**src/bhsd_pkg.sv**
```systemverilog
`timescale 1ns / 1ps
// ----------------------------------------------------------------------------
// bhsd_pkg
// Shared types, constants and helpers for the button history detector.
// ----------------------------------------------------------------------------
package bhsd_pkg;

  localparam int HISTORY_DEPTH   = 16;
  localparam int PLAYER_COUNT    = 4;
  localparam int MAX_CODE_LENGTH = 11;
  localparam int QUEUE_DEPTH     = 2;

  localparam int PLAYER_W        = 2;
  localparam int BUTTON_W        = 8;
  localparam int CODE_LENGTH_W   = 4;
  localparam int PATTERN_LOW_W   = 64;
  localparam int PATTERN_HIGH_W  = 24;
  localparam int CFG_INDEX_W     = 2;
  localparam int CFG_DATA_W      = 64;
  localparam int PATTERN_ENTRIES = 11;
  localparam int ENTRY_INDEX_W   = 5;

  localparam logic [CFG_INDEX_W-1:0] REG_CODE_LENGTH  = 2'd0;
  localparam logic [CFG_INDEX_W-1:0] REG_PATTERN_LOW  = 2'd1;
  localparam logic [CFG_INDEX_W-1:0] REG_PATTERN_HIGH = 2'd2;

  localparam logic [CODE_LENGTH_W-1:0]  CODE_LENGTH_RESET  = 4'd3;
  localparam logic [PATTERN_LOW_W-1:0]  PATTERN_LOW_RESET  = 64'h0402010201408010;
  localparam logic [PATTERN_HIGH_W-1:0] PATTERN_HIGH_RESET = 24'h080804;

  typedef enum logic [1:0] {
    KIND_SKIP,
    KIND_RELEASE,
    KIND_PRESS
  } item_kind_t;

  typedef struct packed {
    item_kind_t            kind;
    logic [PLAYER_W-1:0]   player;
    logic [BUTTON_W-1:0]   buttons;
  } item_t;

  typedef enum logic [2:0] {
    BK_CLEAR,
    BK_IDLE,
    BK_UPDATE,
    BK_SCAN,
    BK_DONE
  } back_state_t;

  // pattern entry idx, newest first; entries past the last register byte read as zero
  function automatic logic [BUTTON_W-1:0] pattern_entry(
    input logic [PATTERN_LOW_W-1:0]  lo,
    input logic [PATTERN_HIGH_W-1:0] hi,
    input logic [ENTRY_INDEX_W-1:0]  idx
  );
    logic [BUTTON_W-1:0]      e;
    logic [ENTRY_INDEX_W-1:0] sel;
    e   = '0;
    sel = idx - 5'd8;
    if (idx < 5'd8) begin
      e = lo[{idx[2:0], 3'b000} +: 8];
    end else if (idx < 5'(PATTERN_ENTRIES)) begin
      e = hi[{sel[1:0], 3'b000} +: 8];
    end
    return e;
  endfunction

endpackage

```
**src/bhsd_ram.sv**
```systemverilog
`timescale 1ns / 1ps
// ----------------------------------------------------------------------------
// bhsd_ram
// Generic single write, single read RAM with registered read data.
// ----------------------------------------------------------------------------
module bhsd_ram #(
  parameter int WIDTH = 8,
  parameter int DEPTH = 64
) (
  input  logic                     clk,
  input  logic                     we,
  input  logic [$clog2(DEPTH)-1:0] waddr,
  input  logic [WIDTH-1:0]         wdata,
  input  logic [$clog2(DEPTH)-1:0] raddr,
  output logic [WIDTH-1:0]         rdata
);

  logic [WIDTH-1:0] mem [DEPTH];

  always_ff @(posedge clk) begin
    if (we) begin
      mem[waddr] <= wdata;
    end
    rdata <= mem[raddr];
  end

endmodule

```
**src/bhsd_front.sv**
```systemverilog
`timescale 1ns / 1ps
// ----------------------------------------------------------------------------
// bhsd_front
// Takes polled bytes, classifies them and hands them to the item queue.
// ----------------------------------------------------------------------------
module bhsd_front #(
  parameter int PLAYER_COUNT = bhsd_pkg::PLAYER_COUNT
) (
  input  logic                              clk,
  input  logic                              rst,
  input  logic                              enable,
  input  logic                              in_valid,
  output logic                              in_ready,
  input  logic [bhsd_pkg::PLAYER_W-1:0]     player,
  input  logic [bhsd_pkg::BUTTON_W-1:0]     buttons,
  output logic                              push_valid,
  input  logic                              push_ready,
  output bhsd_pkg::item_t                   push_item
);

  localparam logic [3:0] PCOUNT = 4'(PLAYER_COUNT);

  logic            hold_valid;
  bhsd_pkg::item_t hold_item;
  bhsd_pkg::item_t item_next;
  logic            accept;

  always_comb begin
    item_next.player  = player;
    item_next.buttons = buttons;
    if (4'(player) >= PCOUNT) begin
      item_next.kind = bhsd_pkg::KIND_SKIP;
    end else if (buttons == '0) begin
      item_next.kind = bhsd_pkg::KIND_RELEASE;
    end else begin
      item_next.kind = bhsd_pkg::KIND_PRESS;
    end
  end

  assign in_ready   = enable && (!hold_valid || push_ready);
  assign accept     = in_valid && in_ready;
  assign push_valid = hold_valid;
  assign push_item  = hold_item;

  always_ff @(posedge clk) begin
    if (rst) begin
      hold_valid <= 1'b0;
    end else if (accept) begin
      hold_valid <= 1'b1;
    end else if (push_ready) begin
      hold_valid <= 1'b0;
    end
    if (accept) begin
      hold_item <= item_next;
    end
  end

endmodule

```
**src/bhsd_queue.sv**
```systemverilog
`timescale 1ns / 1ps
// ----------------------------------------------------------------------------
// bhsd_queue
// Short item queue between the front and the back.
// ----------------------------------------------------------------------------
module bhsd_queue #(
  parameter int DEPTH = bhsd_pkg::QUEUE_DEPTH
) (
  input  logic            clk,
  input  logic            rst,
  input  logic            push_valid,
  output logic            push_ready,
  input  bhsd_pkg::item_t push_item,
  output logic            pop_valid,
  input  logic            pop_ready,
  output bhsd_pkg::item_t pop_item
);

  localparam int PTR_W = (DEPTH > 1) ? $clog2(DEPTH) : 1;
  localparam int CNT_W = $clog2(DEPTH + 1);
  localparam logic [PTR_W-1:0] PTR_LAST = PTR_W'(DEPTH - 1);

  bhsd_pkg::item_t   mem [DEPTH];
  logic [PTR_W-1:0]  wr_ptr;
  logic [PTR_W-1:0]  rd_ptr;
  logic [CNT_W-1:0]  count;
  logic              do_push;
  logic              do_pop;

  assign push_ready = (count != CNT_W'(DEPTH));
  assign pop_valid  = (count != '0);
  assign pop_item   = mem[rd_ptr];
  assign do_push    = push_valid && push_ready;
  assign do_pop     = pop_valid && pop_ready;

  always_ff @(posedge clk) begin
    if (rst) begin
      wr_ptr <= '0;
      rd_ptr <= '0;
      count  <= '0;
    end else begin
      if (do_push) begin
        wr_ptr <= (wr_ptr == PTR_LAST) ? '0 : wr_ptr + 1'b1;
      end
      if (do_pop) begin
        rd_ptr <= (rd_ptr == PTR_LAST) ? '0 : rd_ptr + 1'b1;
      end
      if (do_push && !do_pop) begin
        count <= count + 1'b1;
      end else if (do_pop && !do_push) begin
        count <= count - 1'b1;
      end
    end
    if (do_push) begin
      mem[wr_ptr] <= push_item;
    end
  end

endmodule

```
**src/bhsd_back.sv**
```systemverilog
`timescale 1ns / 1ps
// ----------------------------------------------------------------------------
// bhsd_back
// Updates per-player history and scans the newest entries against the code.
// ----------------------------------------------------------------------------
module bhsd_back #(
  parameter int HISTORY_DEPTH   = bhsd_pkg::HISTORY_DEPTH,
  parameter int PLAYER_COUNT    = bhsd_pkg::PLAYER_COUNT,
  parameter int MAX_CODE_LENGTH = bhsd_pkg::MAX_CODE_LENGTH
) (
  input  logic                                  clk,
  input  logic                                  rst,
  output logic                                  clearing,
  input  logic                                  pop_valid,
  output logic                                  pop_ready,
  input  bhsd_pkg::item_t                       pop_item,
  input  logic [bhsd_pkg::CODE_LENGTH_W-1:0]    code_length,
  input  logic [bhsd_pkg::PATTERN_LOW_W-1:0]    pattern_low,
  input  logic [bhsd_pkg::PATTERN_HIGH_W-1:0]   pattern_high,
  output logic                                  out_valid,
  input  logic                                  out_ready,
  output logic [bhsd_pkg::BUTTON_W-1:0]         held_buttons,
  output logic                                  code_entered
);

  localparam int BW      = bhsd_pkg::BUTTON_W;
  localparam int EW      = bhsd_pkg::ENTRY_INDEX_W;
  localparam int SLOT_W  = $clog2(HISTORY_DEPTH);
  localparam int PIDX_W  = (PLAYER_COUNT > 1) ? $clog2(PLAYER_COUNT) : 1;
  localparam int RAM_AW  = PIDX_W + SLOT_W;
  localparam int RAM_D   = 2 ** RAM_AW;
  localparam int LEN_W   = $clog2(MAX_CODE_LENGTH + 1);
  localparam logic [SLOT_W-1:0] LAST_SLOT = SLOT_W'(HISTORY_DEPTH - 1);
  localparam logic [RAM_AW-1:0] RAM_LAST  = RAM_AW'(RAM_D - 1);

  bhsd_pkg::back_state_t state;
  bhsd_pkg::back_state_t state_next;
  bhsd_pkg::item_t       cur;

  logic [SLOT_W-1:0] wp     [PLAYER_COUNT];
  logic              rel    [PLAYER_COUNT];
  logic [BW-1:0]     newest [PLAYER_COUNT];

  logic [RAM_AW-1:0] clr_addr;
  logic [SLOT_W-1:0] rd_slot;
  logic [LEN_W-1:0]  iss;
  logic [LEN_W-1:0]  cmp;
  logic              pend;
  logic              match;
  logic [BW-1:0]     res_held;

  logic [PIDX_W-1:0] pidx;
  logic [SLOT_W-1:0] cur_wp;
  logic              cur_rel;
  logic [BW-1:0]     cur_new;
  logic              do_write;
  logic [SLOT_W-1:0] wp_inc;
  logic [SLOT_W-1:0] slot0;
  logic [LEN_W-1:0]  len_sat;
  logic              issue;
  logic              scan_done;
  logic              load_out;

  logic              ram_we;
  logic [RAM_AW-1:0] ram_waddr;
  logic [BW-1:0]     ram_wdata;
  logic [RAM_AW-1:0] ram_raddr;
  logic [BW-1:0]     ram_rdata;

  assign pidx    = PIDX_W'(cur.player);
  assign cur_wp  = wp[pidx];
  assign cur_rel = rel[pidx];
  assign cur_new = newest[pidx];
  assign wp_inc  = (cur_wp == LAST_SLOT) ? '0 : cur_wp + 1'b1;
  assign slot0   = do_write ? cur_wp : ((cur_wp == '0) ? LAST_SLOT : cur_wp - 1'b1);
  assign len_sat = (int'(code_length) > MAX_CODE_LENGTH) ? LEN_W'(MAX_CODE_LENGTH)
                                                         : LEN_W'(code_length);
  assign do_write = (state == bhsd_pkg::BK_UPDATE) && (cur.kind == bhsd_pkg::KIND_PRESS)
                    && (cur_rel || (cur.buttons != cur_new));
  assign scan_done = (state == bhsd_pkg::BK_SCAN) && (iss == len_sat) && !pend;
  assign load_out  = (state == bhsd_pkg::BK_DONE) && (!out_valid || out_ready);
  assign ram_raddr = {pidx, rd_slot};

  always_comb begin
    state_next = state;
    case (state)
      bhsd_pkg::BK_CLEAR: begin
        if (clr_addr == RAM_LAST) state_next = bhsd_pkg::BK_IDLE;
      end
      bhsd_pkg::BK_IDLE: begin
        if (pop_valid) state_next = bhsd_pkg::BK_UPDATE;
      end
      bhsd_pkg::BK_UPDATE: begin
        if (cur.kind == bhsd_pkg::KIND_SKIP) begin
          state_next = bhsd_pkg::BK_DONE;
        end else begin
          state_next = bhsd_pkg::BK_SCAN;
        end
      end
      bhsd_pkg::BK_SCAN: begin
        if (scan_done) state_next = bhsd_pkg::BK_DONE;
      end
      bhsd_pkg::BK_DONE: begin
        if (load_out) state_next = bhsd_pkg::BK_IDLE;
      end
      default: state_next = bhsd_pkg::BK_CLEAR;
    endcase
  end

  always_comb begin
    clearing  = 1'b0;
    pop_ready = 1'b0;
    issue     = 1'b0;
    ram_we    = 1'b0;
    ram_waddr = {pidx, cur_wp};
    ram_wdata = cur.buttons;
    case (state)
      bhsd_pkg::BK_CLEAR: begin
        clearing  = 1'b1;
        ram_we    = 1'b1;
        ram_waddr = clr_addr;
        ram_wdata = '0;
      end
      bhsd_pkg::BK_IDLE: begin
        pop_ready = 1'b1;
      end
      bhsd_pkg::BK_UPDATE: begin
        ram_we = do_write;
      end
      bhsd_pkg::BK_SCAN: begin
        issue = (iss < len_sat);
      end
      bhsd_pkg::BK_DONE: begin
        issue = 1'b0;
      end
      default: begin
        clearing = 1'b0;
      end
    endcase
  end

  always_ff @(posedge clk) begin
    if (rst) begin
      state     <= bhsd_pkg::BK_CLEAR;
      clr_addr  <= '0;
      pend      <= 1'b0;
      out_valid <= 1'b0;
      for (int i = 0; i < PLAYER_COUNT; i++) begin
        wp[i]     <= '0;
        rel[i]    <= 1'b0;
        newest[i] <= '0;
      end
    end else begin
      state <= state_next;
      pend  <= issue;
      if (state == bhsd_pkg::BK_CLEAR) begin
        clr_addr <= clr_addr + 1'b1;
      end
      if (state == bhsd_pkg::BK_UPDATE) begin
        if (cur.kind == bhsd_pkg::KIND_RELEASE) begin
          rel[pidx] <= 1'b1;
        end
        if (do_write) begin
          rel[pidx]    <= 1'b0;
          wp[pidx]     <= wp_inc;
          newest[pidx] <= cur.buttons;
        end
      end
      if (load_out) begin
        out_valid <= 1'b1;
      end else if (out_ready) begin
        out_valid <= 1'b0;
      end
    end

    if (pop_valid && pop_ready) begin
      cur <= pop_item;
    end
    if (state == bhsd_pkg::BK_UPDATE) begin
      rd_slot  <= slot0;
      iss      <= '0;
      cmp      <= '0;
      match    <= (cur.kind != bhsd_pkg::KIND_SKIP);
      res_held <= (cur.kind == bhsd_pkg::KIND_PRESS) ? cur.buttons : '0;
    end else begin
      if (issue) begin
        rd_slot <= (rd_slot == '0) ? LAST_SLOT : rd_slot - 1'b1;
        iss     <= iss + 1'b1;
      end
      if (pend) begin
        match <= match
                 && (ram_rdata == bhsd_pkg::pattern_entry(pattern_low, pattern_high, EW'(cmp)));
        cmp   <= cmp + 1'b1;
      end
    end
    if (load_out) begin
      held_buttons <= res_held;
      code_entered <= match;
    end
  end

  bhsd_ram #(
    .WIDTH (BW),
    .DEPTH (RAM_D)
  ) u_ring (
    .clk   (clk),
    .we    (ram_we),
    .waddr (ram_waddr),
    .wdata (ram_wdata),
    .raddr (ram_raddr),
    .rdata (ram_rdata)
  );

endmodule

```
**src/button_history_sequence_detector.sv**
```systemverilog
`timescale 1ns / 1ps
// ----------------------------------------------------------------------------
// button_history_sequence_detector
// Per-player button history rings with code sequence detection.
// ----------------------------------------------------------------------------
//  channel  | handshake          | payload
//  ---------+--------------------+-----------------------------------------
//  in       | in_valid/in_ready  | player, buttons
//  out      | out_valid/out_ready| held_buttons, code_entered
//  cfg      | cfg_we             | cfg_index, cfg_data
//
//  The back end takes one item at a time and scans its newest L entries,
//  L = code_length capped at MAX_CODE_LENGTH; the history RAM's single read
//  port scans one entry a cycle. After reset the history RAM's 2**(player
//  bits + slot bits) entries (64 by default) are cleared, in_ready low; cfg
//  writes are taken throughout. The front register and the item queue keep
//  accepting until full while the back end works or output waits on out_ready.
// ----------------------------------------------------------------------------
module button_history_sequence_detector #(
  parameter int HISTORY_DEPTH   = bhsd_pkg::HISTORY_DEPTH,
  parameter int PLAYER_COUNT    = bhsd_pkg::PLAYER_COUNT,
  parameter int MAX_CODE_LENGTH = bhsd_pkg::MAX_CODE_LENGTH
) (
  input  logic                              clk,
  input  logic                              rst,
  input  logic                              in_valid,
  output logic                              in_ready,
  input  logic [bhsd_pkg::PLAYER_W-1:0]     player,
  input  logic [bhsd_pkg::BUTTON_W-1:0]     buttons,
  output logic                              out_valid,
  input  logic                              out_ready,
  output logic [bhsd_pkg::BUTTON_W-1:0]     held_buttons,
  output logic                              code_entered,
  input  logic                              cfg_we,
  input  logic [bhsd_pkg::CFG_INDEX_W-1:0]  cfg_index,
  input  logic [bhsd_pkg::CFG_DATA_W-1:0]   cfg_data
);

  logic [bhsd_pkg::CODE_LENGTH_W-1:0]  code_length;
  logic [bhsd_pkg::PATTERN_LOW_W-1:0]  pattern_low;
  logic [bhsd_pkg::PATTERN_HIGH_W-1:0] pattern_high;

  logic            clearing;
  logic            push_valid;
  logic            push_ready;
  bhsd_pkg::item_t push_item;
  logic            pop_valid;
  logic            pop_ready;
  bhsd_pkg::item_t pop_item;

  always_ff @(posedge clk) begin
    if (rst) begin
      code_length  <= bhsd_pkg::CODE_LENGTH_RESET;
      pattern_low  <= bhsd_pkg::PATTERN_LOW_RESET;
      pattern_high <= bhsd_pkg::PATTERN_HIGH_RESET;
    end else if (cfg_we) begin
      case (cfg_index)
        bhsd_pkg::REG_CODE_LENGTH:  code_length  <= cfg_data[bhsd_pkg::CODE_LENGTH_W-1:0];
        bhsd_pkg::REG_PATTERN_LOW:  pattern_low  <= cfg_data[bhsd_pkg::PATTERN_LOW_W-1:0];
        bhsd_pkg::REG_PATTERN_HIGH: pattern_high <= cfg_data[bhsd_pkg::PATTERN_HIGH_W-1:0];
        default: begin
          code_length <= code_length;
        end
      endcase
    end
  end

  bhsd_front #(
    .PLAYER_COUNT (PLAYER_COUNT)
  ) u_front (
    .clk        (clk),
    .rst        (rst),
    .enable     (!clearing),
    .in_valid   (in_valid),
    .in_ready   (in_ready),
    .player     (player),
    .buttons    (buttons),
    .push_valid (push_valid),
    .push_ready (push_ready),
    .push_item  (push_item)
  );

  bhsd_queue #(
    .DEPTH (bhsd_pkg::QUEUE_DEPTH)
  ) u_queue (
    .clk        (clk),
    .rst        (rst),
    .push_valid (push_valid),
    .push_ready (push_ready),
    .push_item  (push_item),
    .pop_valid  (pop_valid),
    .pop_ready  (pop_ready),
    .pop_item   (pop_item)
  );

  bhsd_back #(
    .HISTORY_DEPTH   (HISTORY_DEPTH),
    .PLAYER_COUNT    (PLAYER_COUNT),
    .MAX_CODE_LENGTH (MAX_CODE_LENGTH)
  ) u_back (
    .clk          (clk),
    .rst          (rst),
    .clearing     (clearing),
    .pop_valid    (pop_valid),
    .pop_ready    (pop_ready),
    .pop_item     (pop_item),
    .code_length  (code_length),
    .pattern_low  (pattern_low),
    .pattern_high (pattern_high),
    .out_valid    (out_valid),
    .out_ready    (out_ready),
    .held_buttons (held_buttons),
    .code_entered (code_entered)
  );

endmodule

```
**config.mk**
```make
export PLATFORM = sky130hd
export DESIGN_NAME = button_history_sequence_detector
export DESIGN_NICKNAME = d
export VERILOG_FILES = /design/src/bhsd_pkg.sv /design/src/bhsd_ram.sv /design/src/bhsd_front.sv /design/src/bhsd_queue.sv /design/src/bhsd_back.sv /design/src/button_history_sequence_detector.sv
export SDC_FILE = /design/constraint.sdc
export NUM_CORES = 1
export LEC_CHECK = 0
export BUFFER_PORTS_ARGS = -buffer_cell sky130_fd_sc_hd__buf_2
export CAP_MARGIN = 20
export CORE_ASPECT_RATIO = 1.25
export CORE_UTILIZATION = 33
export DETAILED_ROUTE_END_ITERATION = 12
export MAX_ROUTING_LAYER = met4
export SLEW_MARGIN = 20
export SYNTH_ARGS = -nofsm -noshare
export SYNTH_HDL_FRONTEND = slang
export SYNTH_SLANG_ARGS = --single-unit
```
**constraint.sdc**
```tcl
create_clock -name clk -period 3.5 [get_ports clk]
set_clock_uncertainty 0.1 [all_clocks]
set_input_delay 0.35 -clock clk [delete_from_list [all_inputs] [get_ports clk]]
set_output_delay 0.35 -clock clk [all_outputs]
set_load 0.005 [all_outputs]
```
==> flow_summary.ini <==
[placement]
place.gp.congestion = 0.834
hpwl_um = 50100
place_inst = 3085
portBuffers = 91

[sta]
hold_violations = 0
period_needed_ns = 3.35
slew_headroom_pct = 35.3
max_freq_mhz = 299
drv_slew = 0
worst_pin_slew_ns = 0.967
rsz0062_at_grt = true
setup_viol = 0
post-route-period-util_pct = 95.6

[synth]
avgSynthCellArea_um2 = 16.7
synth_top_area_share_pct = 62.7
synthFlopType = edfxtp_1
syn_inst = 1822
synth.distinct_cells = 58
post-synth-top-area-cell = edfxtp_1
netlist_area_mm2 = 0.0304
synth-seq-area-share_pct = 70.9
synth_edf_count = 634
synth_seq_cells = 758
syn-num-nets = 1914
ys_async_sr_fraction_pct = 0
yosys_warnings = 0
yosysMostFrequentCell = edfxtp_1
synth_area_leaders = edfxtp_1 63%, mux4_2 14%, dfxtp_1 8.2%
synth_common_cells = 634 x edfxtp_1, 235 x nand2_1, 188 x mux4_2, 156 x nor2_1, 124 x dfxtp_1

[power_and_ir_drop]
power.share.clock_pct = 33.2
p_sw_share_pct = 28.2
p_sw_mw = 7.05
pwr-share-comb_pct = 21.7
pwr_density_cell_mw_per_mm2 = 691
power_leakage_nw = 11.9
peakVddDrop_uv = 429
power_mw = 25.0
p_int_mw = 17.9
p_seq_share_pct = 45.1

[setup_path]
worst-setup-path-type = flop to flop
reg2reg_to = u_back.u_ring.mem[11][0]$_DFFE_PP_
rr_startpoint = u_back.pidx[0]$_DFFE_PP_
cp_common_cell = buf_4
cp_data_required_time_ns = 3.65
cp_slowest_stage_delay_ns = 0.60
crit_arrival_ns = 3.50
cp-end-kind = flop
cp_cell_sequence = mux4_2 -> xnor2_1 -> nand4_1 -> a221oi_4 -> o31ai_1 -> buf_4 -> nand2_1 -> buf_4 -> nor2_1
crit_fanout = 8
reg2reg_slack_ns = 0.15
r2r_cells = 9
cpMaxStageDelayCell = edfxtp_1
cp-start-kind = flop

[cts]
clock_path_buffers = 3
clock_latency_ns = 0.63
htreeDepth = 3
tritoncts = built
clock_sinks = 758
cts_made_buffers = 76
cts-root-buf = clkbuf_16
postCtsSetupBuffers = 0
path_clk_slew_ns = 0.06

[min_path]
worstHoldStart = out_ready
hold_depth = 3
hold_class = input port to flop
min_to = u_back.out_valid$_SDFFE_PP0P_

[cells_and_area]
nNetsFinal = 2134
drive_gt1_share_pct = 24.9
final_core_util_pct = 39.7
syn_to_final_growth_pct = 19.2
final_cells = 3301

[drt]
detail_route.wl_per_cell_um = 23.1
drc = 0
ant_nets = 0
viasPerCell = 5.07
num_vias = 16700
drt_wl_total_um = 76400
drt_iter0_drc = 1380
detail_route.first_pass.iterations = 7

[global_routing]
grt_max_degree = 109
antenna_found_initial = 0
overflow = 0
grt_pass1_vias = 17600
grt_pass1_wl_um = 114000
grt_usage_pct = 17.0

[floorplan]
start_util_pct = 33.3
die_w_um = 273
dieHeight_um = 341
num_rows = 124
io_pins = 92
die_area_mm2 = 0.0932
coreArea_mm2 = 0.0912

[flow_run]
maxCapViolations = 0

[outcome]
status = finished, final reports clean
sequential cells by signal, summed over array words and instances, names as in the netlist, 2 cells and up:
name,cells
u_back.pidx,2
u_back.clr_addr,6
pattern_high,24
u_back.iss,4
u_back.held_buttons,8
pattern_low,64
u_back.res_held,8
u_queue.mem,24
u_back.u_ring.rdata,8
u_back.cur,10
u_back.cmp,4
u_back.newest,32
u_front.push_item,12
u_back.wp,16
u_back.u_ring.mem,512
u_queue.count,2
u_back.state,3
u_back.rd_slot,4
u_back.rel,4
code_length,4
cell type report:
type / instances / area (um^2)
flip-flops and latches: 758 / 21500
clock buffers: 87 / 1940
clock inverters: 52 / 627
inverters: 14 / 52.6
multi-input cells: 949 / 8450
diodes: 1 / 2.50
repair buffers: 243 / 2090
well taps: 1197 / 1500
fillers: 8215 / 55000
power groups by stage:
stage / clock network [mW] / registers, mW / logic [mW]
final: 8.29 / 11.3 / 5.43
after global placement: 0 / 11.5 / 5.37
after CTS: 8.45 / 11.3 / 5.50
after floorplan: 0 / 11.3 / 3.15
after global routing: 8.78 / 11.3 / 5.75
after detailed placement: 0 / 11.5 / 5.42
cells by family (layout without fill, tap and decap cells):
logic type                 count (synthesis)  after routing  share of synthesized area [%]
AOI/OAI and AO/OA                        149            149                           2.88
xor gates and xnor gates                  34             34                          0.981
adders and majority gates                 11             11                          0.453
buffers and inverters                    115            396                           1.55
DFF                                      758            758                           70.9
muxes                                    240            240                           15.8
other                                      0              1                              0
and+or+nand+nor                          515            515                           7.48
routing by layer:
layer / GRT usage [%] / part of all wire [%] / vias up
met1: 19.6 / 39 / 8574
met4: 5.38 / 2.6 / 0
met3: 2.14 / 5.3 / 114
met2: 30.3 / 53 / 591
li1: - / - / 7447
met5: - / 0 / -
repair_timing:
action	in CTS	in global routing
resized for setup	0	20
hold buffers	76	0
setup endpoints to repair	0	232
endpoints found under the hold margin	109	0
metrics by stage:
stage	setup TNS [ns]	hold WS (ns)	setup slack (ns)	cell area (um^2)
finish	0	0.0317	0.154	36200
global route	-3.29	0.0331	-0.0710	36200
CTS	0	0.0201	0.0731	36100
detailed placement	0	0.305	0.122	32800
global placement	0	0.302	0.186	32800
floorplan	0	0.300	0.547	30400
critical path, delay by kind of cell (launching register included):
family	cells	cell delay, ns
xor gates and xnor gates	1	0.14
DFF	1	0.60
buffers and inverters	2	0.38
AOI/OAI and AO/OA	2	0.32
muxes	1	0.58
and+or+nand+nor	3	0.84
worst max path at each step:
stage	from	end	slack (ns)	cells after the start
after global placement	u_back.pidx[0]$_DFFE_PP_	u_back.u_ring.mem[60][4]$_DFFE_PP_	0.19	9
final	u_back.pidx[0]$_DFFE_PP_	u_back.u_ring.mem[11][0]$_DFFE_PP_	0.15	9
after detailed placement	u_back.pidx[0]$_DFFE_PP_	u_back.u_ring.mem[4][5]$_DFFE_PP_	0.12	9
after floorplan	u_back.pidx[0]$_DFFE_PP_	u_back.u_ring.mem[50][0]$_DFFE_PP_	0.55	7
after CTS	u_back.pidx[0]$_DFFE_PP_	u_back.u_ring.mem[2][0]$_DFFE_PP_	0.07	9
after global routing	u_back.pidx[0]$_DFFE_PP_	u_back.u_ring.mem[60][0]$_DFFE_PP_	-0.07	9
placed cells by master, fill, tap and decap left out, drive strengths merged, types with 6 or more instances in the layout:
master,instances
xor2,16
o21ai,20
mux2,18
or3,9
xnor2,18
dlygate4sd3,76
nand3b,20
clkinv,39
mux2i,34
edfxtp,634
dfxtp,124
nand2b,22
mux4,188
ha,11
clkbuf,87
buf,167
bufinv,10
nor2,157
nand3,9
and2,17
nor2b,11
nand2,235
a21oi,90
inv,14
nor3,11
a21o,6
Power figures use the tool's default switching activity.
